--- src/box_blur_3x3_rgba_macros.svh ---
// ----------------------------------------------------------------------------
// Assertion macros for the 3x3 box blur
// Implication checks in the same cycle and in the next cycle; empty bodies
// when SYNTHESIS is defined.
// ----------------------------------------------------------------------------
`ifndef BOX_BLUR_3X3_RGBA_MACROS_SVH
`define BOX_BLUR_3X3_RGBA_MACROS_SVH

`ifndef SYNTHESIS
// same-cycle implication
`define BBR_ASSERT_IMPL(name, clk, rst, ante, cons) \
   name: assert property (@(posedge clk) disable iff (rst) (ante) |-> (cons)) \
      else $error("same-cycle check failed");
// next-cycle implication
`define BBR_ASSERT_NEXT(name, clk, rst, ante, cons) \
   name: assert property (@(posedge clk) disable iff (rst) (ante) |=> (cons)) \
      else $error("next-cycle check failed");
`else
`define BBR_ASSERT_IMPL(name, clk, rst, ante, cons)
`define BBR_ASSERT_NEXT(name, clk, rst, ante, cons)
`endif

`endif

--- src/bbr_pkg.sv ---
// ----------------------------------------------------------------------------
// Box blur package
// Widths, types, divisor codes and reciprocal constants shared by the blur.
// ----------------------------------------------------------------------------
`default_nettype none

package bbr_pkg;

   localparam int PIXEL_W          = 32;
   localparam int LANES            = 4;
   localparam int LANE_W           = 8;
   localparam int CFG_W            = 11;
   localparam int POS_W            = 10;
   localparam int RSP_DATA_W       = 56;
   localparam int DEFAULT_MAX_SIZE = 1024;
   localparam int IMAGE_SIZE_RESET = 1024;
   localparam int ROWS             = 3;
   localparam int COL_SUM_W        = 10;   // three lanes of 255
   localparam int WIN_SUM_W        = 12;   // nine lanes of 255
   localparam int PROD_W           = 25;

   // truncating reciprocals, exact for every sum a window can reach
   localparam int RECIP_6     = 5462;
   localparam int RECIP_9     = 3641;
   localparam int RECIP_SHIFT = 15;

   // divisor select
   localparam logic [1:0] DIV_BY_4 = 2'd0;
   localparam logic [1:0] DIV_BY_6 = 2'd1;
   localparam logic [1:0] DIV_BY_9 = 2'd2;

   typedef logic [PIXEL_W-1:0]                 pixel_type;
   typedef pixel_type [ROWS-1:0]               column_type;
   typedef logic [LANES-1:0][COL_SUM_W-1:0]    col_sum_type;
   typedef logic [LANES-1:0][WIN_SUM_W-1:0]    win_sum_type;

   // lane sums of one window column: all three rows, or the lower two
   typedef struct packed {
      col_sum_type full;
      col_sum_type lower;
   } cell_sums_type;

endpackage

`default_nettype wire

--- src/bbr_mean.sv ---
// ----------------------------------------------------------------------------
// Window mean
// Divides the four lane sums by 4, 6 or 9 through truncating reciprocals.
// ----------------------------------------------------------------------------
`default_nettype none

module bbr_mean
   import bbr_pkg::*;
(
   input  wire win_sum_type   win_sums,
   input  wire logic [1:0]    div_sel,
   output pixel_type          mean
);

   logic [LANES-1:0][PROD_W-1:0] prod6;
   logic [LANES-1:0][PROD_W-1:0] prod9;

   always_comb begin
      for (int k = 0; k < LANES; k++) begin
         prod6[k] = PROD_W'(win_sums[k]) * PROD_W'(RECIP_6);
         prod9[k] = PROD_W'(win_sums[k]) * PROD_W'(RECIP_9);
         unique case (div_sel)
            DIV_BY_6: begin
               mean[LANE_W*k +: LANE_W] = prod6[k][RECIP_SHIFT +: LANE_W];
            end
            DIV_BY_9: begin
               mean[LANE_W*k +: LANE_W] = prod9[k][RECIP_SHIFT +: LANE_W];
            end
            default: begin
               mean[LANE_W*k +: LANE_W] = win_sums[k][2 +: LANE_W];
            end
         endcase
      end
   end

endmodule

`default_nettype wire

--- config.mk ---
export PLATFORM = sky130hd
export DESIGN_NAME = bbr_mean
export DESIGN_NICKNAME = d
export VERILOG_FILES = /design/src/box_blur_3x3_rgba_macros.svh /design/src/bbr_pkg.sv /design/src/bbr_mean.sv
export SDC_FILE = /design/constraint.sdc
export NUM_CORES = 1
export LEC_CHECK = 0
export BUFFER_PORTS_ARGS = -buffer_cell sky130_fd_sc_hd__buf_4
export CAP_MARGIN = 30
export CORE_MARGIN = 2
export CORE_UTILIZATION = 45
export DETAILED_ROUTE_END_ITERATION = 7
export GPL_TIMING_DRIVEN = 0
export SLEW_MARGIN = 20
export SYNTH_ARGS = -nofsm -noshare
export SYNTH_HDL_FRONTEND = slang
export SYNTH_SLANG_ARGS = --single-unit
--- constraint.sdc ---
create_clock -name vclk -period 8.5
set_input_delay 0.425 -clock vclk [all_inputs]
set_output_delay 0.425 -clock vclk [all_outputs]
set_load 0.05 [all_outputs]
**Word-level counts from Yosys, hierarchy flattened**

Index checks and enable logic that the tools add are counted.

- Register bits: 0
- Output and inout port bits: 32
- Input port bits: 50
- Word-level logic and storage cells: 14

- Multiplexer cells: 4
- Multiply operators: 8
- Equality and inequality tests: 2

Operators with widths:

| cell | count |
|---|---|
| $mul 12x12->23 const B | 4 |
| $mul 12x12->22 const B | 4 |
| $pmux 8 s2 | 4 |
| $eq 2x1->1 const B | 1 |
| $eq 2x2->1 const B | 1 |

**Depth between registers and ports, before layout**

- Word-level depth: 2
- Depth in mapped cells: 20
- Mapped depth without buffers: 20

**Least setup slack after synthesis**

No wires, ideal clock.

- Path type: input -> output
- Start: in win_sums[45] (netlist name)
- End: out mean[30]
- Path slack: 2.937 ns
- Buffers on the path: 0
- Stages on the path: 19
- Required time: 8.075 ns
- Data arrival time: 5.138 ns
- Cells stage by stage: inv_1 -> fa_1 -> inv_1 -> ha_1 -> inv_1 -> fa_1 -> inv_1 -> fa_1 -> inv_1 -> fa_1 -> inv_1 -> ha_1 -> a2111oi_0 -> o21a_1 -> nor3_1 -> or2_1 -> a41oi_1 -> xor2_1 -> o211ai_1

- Longest elaborated chain between the ends: 2
- Elaborated cells between the ends (all ways): 3
- Classes of those cells: 2 x mul; 1 x mux

Ends and longest elaborated chain:

| element | line | text |
|---|---|---|
| start: declaration | bbr_mean.sv:10 | `input wire win_sum_type win_sums,` |
| $mul 12x12->23 / $mul 12x12->22 (equally long branches) | bbr_mean.sv:21, bbr_mean.sv:20 |  |
| $pmux 8 s2 (*) | bbr_mean.sv:22 | `unique case (div_sel)` |
| end: declaration | bbr_mean.sv:12 | `output pixel_type mean` |

Every way passes the cells marked *; elsewhere a longest branch is shown, timed or not.

**Worst setup path in the final report**

- Start: in win_sums[43] (netlist name)
- End: out mean[29]

Same word-level chain as after synthesis.

==> results.yml <==
yosys:
  yosys-top-cells-count: "ha_1 (562), inv_1 (490), fa_1 (272)"
  synth_xor_area_share_pct: 4.08
  synth_top_family_by_area: "adder cells"
  synth_cell_types: 67
  synth.most_common_cell: "ha_1"
  yosys.area_share.simple_pct: 4.59
  yosys-top-cells-area: "ha_1 (40%), fa_1 (31%), inv_1 (10%)"
  synthesis.nets: 2696
  synth_top_cell_area_share_pct: 40.0
  syn-mean-instance-area_um2: 9.71
  yosysSeqAreaShare_pct: 0
  synth_mux_area_share_pct: 0.285
  postSynthCellCount: 1812
  yosys_warnings: 0
  synthAdderAreaFrac_pct: 70.9
  synth_area_leader_cell: "ha_1"
  netlist_area_um2: 17600
  synth-compound-area-share_pct: 9.36
sta:
  rsz0062_at_grt: "false"
  final-setup-viol-count: 0
  fin_crit_sh_pct: 72.4
  hold_viol: 0
  relSlewSlack_pct: 40.6
  tightest_slew_ns: 0.888
  drv_slew: 0
  finalSetupTns_ns: 0
  final.setup.worst_slack_ns: 2.35
  min_period_ns: 6.15
  timing.fmax_mhz: 163
drt:
  drt-total-wl_mm: 38.7
  dr.pass1.iters: 5
  dr.first_iter.drc_count: 360
  drtAntennaViolNets: 0
  wire_per_inst_um: 16.0
  via_per_inst: 5.10
  drc_errors: 0
  vias: 12300
placed_design:
  dpl.hpwl_mm: 35.0
  portBuffers: 82
  gp_congestion: 0.849
  dp_worst_setup_slack_ns: 2.39
  placedInstanceArea_um2: 18800
global_route:
  busiest_layer: "met2"
  grt_pass1_wl_mm: 66.9
  met2_usage_pct: 36.0
  use_met1_pct: 28.0
  overflow: 0
  antenna_found_initial: 0
  met3_usage_pct: 0.842
  grt_use_total_pct: 20.1
  grt_pass1_vias: 13700
  grt_max_degree: 12
power_and_ir_drop:
  leakage_uw: 0.0108
  power_frac_comb_pct: 100.0
  total_power_uw: 4850
  seq_power_share_pct: 0
  p_switching_uw: 2790
  clkPwrFrac_pct: 0
  swShare_pct: 57.5
  irDropWorstVdd_mv: 0.214
  power_density_nw_per_um2: 257
  internal-power_uw: 2060
clocking:
  hold_buffers: 0
  post_cts_resize_count: 0
  cts_setup_buffers: 0
final_layout:
  clkbuf_count: 0
  area_growth_syn_to_layout_pct: 7.19
  layout-drive-gt1-share_pct: 4.80
  nFillCells: 3663
  nFlopsAndLatches: 0
  antennaDiodeCount: 0
  seqCellArea_um2: 0
  stdcell_area_um2: 18800
  multi_input_area_um2: 15700
  fin_nets: 2780
  utilization_pct: 48.8
die:
  die_width_um: 202
  core_um2: 38600
  fp-row-count: 72
  fp.dieH_um: 202
  start_util_pct: 45.5
  io_pins: 82
  die_area_um2: 40700
status:
  status: "finished clean"
run:
  cap_violations: 0
setup_path:
  critPathLaunchType: "input port"
  required_ns: 8.08
  crit_type: "in2out"
  path_max_fanout: 10
  critPathArrivalTime_ns: 5.73
  endpoint_kind: "output pin"
min_path:
  hold_class: "in2out"
-- kinds of logic after synthesis --
kind of cell               count (synthesis)
buffers and inverters                    503
and+or+nand+nor                          151
xor gates and xnor gates                  82
adders and majority gates                834
AOI/OAI and AO/OA                        237
muxes                                      5
-- critical path, cell delays in order --
cell	delay [ns]
buf_4	0.21
inv_1	0.12
fa_1	0.54
inv_1	0.05
ha_1	0.29
inv_1	0.06
fa_1	0.55
inv_1	0.06
fa_1	0.52
inv_1	0.06
fa_1	0.53
inv_1	0.04
ha_1	0.20
a2111oi_0	0.30
o21a_1	0.26
nor3b_1	0.09
o2111a_1	0.28
or4_1	0.50
a31oi_1	0.24
a211o_1	0.18
buf_4	0.21
-- per-stage QoR --
step | hold WS (ns) | cells
after global placement | 1.37 | 2412
after floorplan | 1.20 | 1812
after detailed placement | 1.37 | 2412
after CTS | 1.38 | 2412
final | 1.37 | 2412
after global routing | 1.40 | 2412
-- cell usage in the layout (no fill, tap or decap), drive strengths merged, types with 5 or more instances in the layout --
cell	netlist	routed
a21oi	62	62
clkbuf	13	13
ha	562	562
o21a	12	12
nand2	37	37
nor3	9	9
xor2	33	33
and3	13	13
o211ai	10	10
a211o	7	7
xnor2	49	49
buf	0	82
a211oi	7	7
a21o	29	29
mux2i	5	5
fa	272	272
o21ai	33	33
o31ai	5	5
nand3	22	22
a32oi	5	5
nand4	5	5
nand2b	10	10
o21bai	8	8
inv	490	490
nor2	17	17
a31oi	11	11
and2	7	7
a221oi	11	11
or3	6	6
-- power groups by stage --
stage / sequential (µW) / combinational [µW] / clock [µW]
after floorplan: 0 / 3670 / 0
after global placement: 0 / 4760 / 0
after detailed placement: 0 / 4870 / 0
after CTS: 0 / 4920 / 0
after global routing: 0 / 5610 / 0
final: 0 / 4850 / 0
-- path summary, 6_finish.rpt --
| check | startpoint | slack, ns | cells after the start | endpoint |
|---|---|---|---|---|
| worst min-delay path | win_sums[15] | 1.37 | 4 | mean[9] |
| worst max-delay path | win_sums[43] | 2.35 | 21 | mean[29] |
-- layer usage --
layer | vias to the layer above | part of all wire [%]
met5 | - | 0
met4 | 0 | 1.0
met3 | 24 | 2.3
met2 | 144 | 49
met1 | 5998 | 48
li1 | 6144 | -
-- final cells by class --
cell class	instances	share of cell area, %
multi-input combinational	1309	83.3
inverter	490	9.76
tap	518	3.44
timing repair buffer	82	3.27
buffer	13	0.259
Power figures use the tool's default switching activity.
