--- config.mk ---
export PLATFORM = sky130hd
export DESIGN_NAME = bbr_cell
export DESIGN_NICKNAME = d
export VERILOG_FILES = /design/src/box_blur_3x3_rgba_macros.svh /design/src/bbr_pkg.sv /design/src/bbr_cell.sv
export SDC_FILE = /design/constraint.sdc
export NUM_CORES = 1
export LEC_CHECK = 0
export BUFFER_PORTS_ARGS = -buffer_cell sky130_fd_sc_hd__buf_2
export CELL_PAD_IN_SITES_DETAIL_PLACEMENT = 0
export CELL_PAD_IN_SITES_GLOBAL_PLACEMENT = 1
export CORE_ASPECT_RATIO = 1.5
export CORE_MARGIN = 1.5
export CORE_UTILIZATION = 35
export DETAILED_ROUTE_END_ITERATION = 10
export GPL_ROUTABILITY_DRIVEN = 0
export PLACE_DENSITY = 0.79
export RECOVER_POWER = 25
export SETUP_SLACK_MARGIN = 0.3
export SLEW_MARGIN = 20
export SYNTH_ARGS = -nofsm -noshare
export SYNTH_HDL_FRONTEND = slang
export SYNTH_SLANG_ARGS = --single-unit
--- constraint.sdc ---
create_clock -name clock -period 2.95 [get_ports clock]
set_input_delay 0.1475 -clock clock [delete_from_list [all_inputs] [get_ports clock]]
set_output_delay 0.1475 -clock clock [all_outputs]
set_load 0.01 [all_outputs]
--- src/box_blur_3x3_rgba_macros.svh ---
// ----------------------------------------------------------------------------
// Assertion macros for the 3x3 box blur
// Implication checks in the same cycle and in the next cycle; empty bodies
// when SYNTHESIS is defined.
// ----------------------------------------------------------------------------
`ifndef BOX_BLUR_3X3_RGBA_MACROS_SVH
`define BOX_BLUR_3X3_RGBA_MACROS_SVH

`ifndef SYNTHESIS
// same-cycle implication
`define BBR_ASSERT_IMPL(name, clk, rst, ante, cons) \
   name: assert property (@(posedge clk) disable iff (rst) (ante) |-> (cons)) \
      else $error("same-cycle check failed");
// next-cycle implication
`define BBR_ASSERT_NEXT(name, clk, rst, ante, cons) \
   name: assert property (@(posedge clk) disable iff (rst) (ante) |=> (cons)) \
      else $error("next-cycle check failed");
`else
`define BBR_ASSERT_IMPL(name, clk, rst, ante, cons)
`define BBR_ASSERT_NEXT(name, clk, rst, ante, cons)
`endif

`endif

--- src/bbr_pkg.sv ---
// ----------------------------------------------------------------------------
// Box blur package
// Widths, types, divisor codes and reciprocal constants shared by the blur.
// ----------------------------------------------------------------------------
`default_nettype none

package bbr_pkg;

   localparam int PIXEL_W          = 32;
   localparam int LANES            = 4;
   localparam int LANE_W           = 8;
   localparam int CFG_W            = 11;
   localparam int POS_W            = 10;
   localparam int RSP_DATA_W       = 56;
   localparam int DEFAULT_MAX_SIZE = 1024;
   localparam int IMAGE_SIZE_RESET = 1024;
   localparam int ROWS             = 3;
   localparam int COL_SUM_W        = 10;   // three lanes of 255
   localparam int WIN_SUM_W        = 12;   // nine lanes of 255
   localparam int PROD_W           = 25;

   // truncating reciprocals, exact for every sum a window can reach
   localparam int RECIP_6     = 5462;
   localparam int RECIP_9     = 3641;
   localparam int RECIP_SHIFT = 15;

   // divisor select
   localparam logic [1:0] DIV_BY_4 = 2'd0;
   localparam logic [1:0] DIV_BY_6 = 2'd1;
   localparam logic [1:0] DIV_BY_9 = 2'd2;

   typedef logic [PIXEL_W-1:0]                 pixel_type;
   typedef pixel_type [ROWS-1:0]               column_type;
   typedef logic [LANES-1:0][COL_SUM_W-1:0]    col_sum_type;
   typedef logic [LANES-1:0][WIN_SUM_W-1:0]    win_sum_type;

   // lane sums of one window column: all three rows, or the lower two
   typedef struct packed {
      col_sum_type full;
      col_sum_type lower;
   } cell_sums_type;

endpackage

`default_nettype wire

--- src/bbr_cell.sv ---
// ----------------------------------------------------------------------------
// Window column cell
// Holds one three-pixel column of the window, hands it on to the next cell
// on each shift and gives its per-lane column sums.
// ----------------------------------------------------------------------------
`default_nettype none

module bbr_cell
   import bbr_pkg::*;
(
   input  wire logic          clock,
   input  wire logic          shift_en,
   input  wire column_type    col_in,
   output column_type         col_out,
   output cell_sums_type      sums
);

   column_type col_ff;

   always_ff @(posedge clock) begin
      if (shift_en) begin
         col_ff <= col_in;
      end
   end

   assign col_out = col_ff;

   always_comb begin
      for (int k = 0; k < LANES; k++) begin
         sums.lower[k] = COL_SUM_W'(col_ff[1][LANE_W*k +: LANE_W])
                       + COL_SUM_W'(col_ff[2][LANE_W*k +: LANE_W]);
         sums.full[k]  = sums.lower[k] + COL_SUM_W'(col_ff[0][LANE_W*k +: LANE_W]);
      end
   end

endmodule

`default_nettype wire

# ---- Word-level counts from Yosys, hierarchy flattened
# Cells that the tools add are included.
# W data, S select, Z words.
dict set report word_totals {
  mem_count 0
  ram_bits 0
  regBits 96
  wordCells 11
  romBits 0
  latchBits 0
  input_bits 98
}
dict set report classes {
  n_mul 0
  n_eq_ne 0
  n_lt_le_gt_ge 0
  n_bitwise 0
  reduce_logical 0
  muxes 0
  shifts 0
  add_sub_neg 8
  div 0
}
# operator count
set op_table {}
lappend op_table {{$add A9 B8 Y10} 4}
lappend op_table {{$add A8 B8 Y9} 4}

# ---- Longest topological paths before layout
dict set report logic_depth {
  depth_word 2
  ltp_mapped 12
  ltp_nobuf 12
}

# ---- Worst setup path after synthesis
# Ideal clock, no wire load.
dict set report synth_timing {
  kind {register to output}
  start {reg col_ff, in the netlist col_out[40]}
  end {out sums[58] (netlist name)}
  path_slack_ps 53
  n_path_buf 0
  t_required_ps 2803
  arrival_ps 2749
  stages_incl_launch_ff 13
  path_cell_list {edfxtp_1 -> ha_1 -> fa_1 -> a21oi_2 -> nor2b_1 -> nor2_1 -> xnor2_1 -> ha_1 -> nand3_1 -> o2111ai_1 -> a21o_1 -> a21oi_1 -> xor2_1}
}
# item line
set synth_rtl {}
lappend synth_rtl {{start, declared} bbr_cell.sv:18} ;# column_type col_ff;
lappend synth_rtl {{start signal, assigned} bbr_cell.sv:22} ;# col_ff <= col_in;
lappend synth_rtl {{end, declared} bbr_cell.sv:15} ;# output cell_sums_type sums

==> impl_metrics.ini <==
[power]
intPower_w = 0.00402
clkPwrFrac_pct = 19.5
ir_drop_v = 0.000345
power_density_nw_per_um2 = 675
switching_power_w = 0.00233
swShare_pct = 36.7
p_leak_nw = 4.13
p_seq_share_pct = 27.0
pwr-share-comb_pct = 53.5

[routing]
drc_errors = 0
viasPerCell = 4.79
antenna_left = 0
wirelength_mm = 17.1
drt_pass1_iterations = 7
num_vias = 5019
drt-initial-drc-count = 163
post_drt_wl_per_cell_um = 16.4

[placed_design]
port_buffers = 269
dp.cells = 890
place_hpwl_mm = 12.0
place_area_um2 = 7260

[worst_hold_path]
hold_path.class = primary input to register

[finish]
drive_above_1_share_pct = 52.4
finish.net_count = 1017
fin_cells = 1048
layout_commonest_cell = buf_2
fillers = 1176
most-common-layout-cells = 266 x buf_2, 96 x edfxtp_1, 96 x dlygate4sd3_1
largest_register_ffs = 96
syn2layout_area_growth_pct = 72.3
fin_area_um2 = 9410

[grt]
grt_pass1_vias = 5276
antenna_found_initial = 2
grt_pass1_wl_mm = 25.8
grt_max_degree = 53
grt_overflow = 0
grtUsageTotal_pct = 20.0

[sta]
maxSlewViolCount = 0
fmax_mhz = 311
relSlewSlack_pct = 17.6
setup_slack_ns = -0.266
final_hold_viol_count = 0
min_period_over_period_pct = 109
period_needed_ns = 3.22
worst_pin_slew_ns = 1.24
rsz0062_at_grt = true
setup_viol = 19

[floorplanning]
initial_utilization_pct = 36.1
die_y_um = 156
io_pins = 274
die_w_um = 105
core_region_area_um2 = 15100
fp.dieArea_um2 = 16400
rows = 55

[yosys]
ys_ff_latch = 96
synthesis.area_um2 = 5460
ys_seq_area_share_pct = 52.8
ys_types = 34
synth_cells = 417
synth_warnings = 0
avgSynthCellArea_um2 = 13.1

[clock_tree]
clock-root-buffer = clkbuf_16
cts_tree = done
clk_pin_slew_ns = 0.07
htreeDepth = 3
cts.path.max_buffers = 2
clock_sinks = 96
cts_inserted_buffers = 9

[setup_path]
cp.arrival_ns = 3.07
worstPathRequired_ns = 2.80
cp_max_fo = 6
end_kind = output pin
worstSetupPathType = register to output pin
crit_path_start_kind = register

[status]
violations = setup timing
status = complete, but fails checks

[job]
max-cap-violations = 0
[layer usage]
| layer | global-route usage (%) | wire length (um) | share of wire, % |
|---|---|---|---|
| met1 | 19.8 | 6000 | 35 |
| met2 | 39.4 | 9790 | 57 |
| met3 | 4.26 | 834 | 4.9 |
| met4 | 9.00 | 512 | 3.0 |
| met5 | 0 | 0 | 0 |
[power by group through the flow]
stage	sequential [W]	clock (W)	combinational, W
3_5_place_dp	0.00173	0	0.00264
6_report	0.00171	0.00124	0.00340
5_1_grt	0.00173	0.00132	0.00364
3_3_place_gp	0.00173	0	0.00261
2_1_floorplan	0.00177	0	0.00163
4_1_cts	0.00171	0.00127	0.00309
[metrics by stage]
step	hold slack (ns)	TNS (ns)	utilization, %	total power (W)	setup WS [ns]
after CTS	0.355	-2.46	59.6	0.00607	-0.228
after global routing	0.503	-6.02	62.2	0.00669	-0.417
final	0.509	-3.06	62.2	0.00635	-0.266
after detailed placement	0.326	0	47.9	0.00438	0.0465
after floorplan	0.246	0	-	0.00340	0.129
after global placement	0.323	0	47.9	0.00434	0.0566
[cells in the mapped netlist (all sizes together)]
cell / count / area, um2
o2bb2ai: 3 / 45.0
a21oi: 32 / 168
o211ai: 7 / 52.6
nor2: 27 / 101
o31a: 1 / 8.76
a21o: 10 / 75.1
a311oi: 3 / 45.0
o21bai: 8 / 60.1
o21a: 1 / 7.51
nor3: 10 / 50.1
a21boi: 1 / 7.51
fa: 8 / 160
o2111ai: 6 / 52.6
and2: 1 / 8.76
ha: 68 / 851
xnor2: 29 / 254
o21ai: 3 / 15.0
nand2: 12 / 45.0
o22ai: 1 / 6.26
conb: 1 / 3.75
or2: 2 / 12.5
nand3: 24 / 120
nand4: 2 / 12.5
buf: 4 / 30.0
edfxtp: 96 / 2880
inv: 16 / 60.1
xor2: 22 / 193
nor2b: 10 / 62.6
a31oi: 1 / 6.26
o41a: 1 / 11.3
o41ai: 4 / 35.0
nor4: 3 / 18.8
[timing repair]
item | 4_1_cts | 5_1_grt
endpoints found under the hold margin | 96 | 0
setup endpoints to repair | 24 | 32
pin swaps | 56 | 58
hold buffers | 96 | 0
gates resized for setup | 53 | 41
buffers inserted | 27 | 18
[critical path: stages (launching register included)]
cell      delay, ns
edfxtp_1       0.41
ha_2           0.22
fa_2           0.37
a21oi_2        0.14
nor2b_2        0.07
nor2_2         0.12
xnor2_2        0.10
ha_4           0.33
nand3_2        0.08
o211ai_1       0.26
nor4_1         0.08
nor3_1         0.22
xor2_1         0.16
buf_2          0.17
[path summary, 6_finish.rpt]
check / startpoint / endpoint / slack (ns) / cells after the start
worst min-delay path: col_in[19] / col_out[19] / 0.51 / 2
worst max-delay path: col_out[40] / sums[57] / -0.27 / 13
[kinds of logic (layout without fill, tap and decap cells)]
| family | after synthesis | in the layout | share of synthesized area [%] |
|---|---|---|---|
| other | 1 | 6 | 0.0687 |
| flip-flops | 96 | 96 | 52.8 |
| AO/OA/AOI/OAI | 82 | 82 | 10.9 |
| XOR/XNOR | 51 | 51 | 8.18 |
| buffers and inverters | 20 | 447 | 1.65 |
| adder cells (fa/ha/maj) | 76 | 76 | 18.5 |
| AND/OR/NAND/NOR | 91 | 91 | 7.90 |
[final cells by class]
class | count | area (um2) | share of cell area [%]
Timing Repair Buffer | 416 | 2720 | 28.9
Inverter | 16 | 60.1 | 0.638
Clock inverter | 5 | 81.3 | 0.864
Tap cell | 199 | 249 | 2.65
Antenna cell | 2 | 5.00 | 0.0532
Sequential cell | 96 | 2880 | 30.6
Clock buffer | 10 | 229 | 2.43
Multi-Input combinational cell | 304 | 3190 | 33.9
Power figures use the tool's default switching activity.
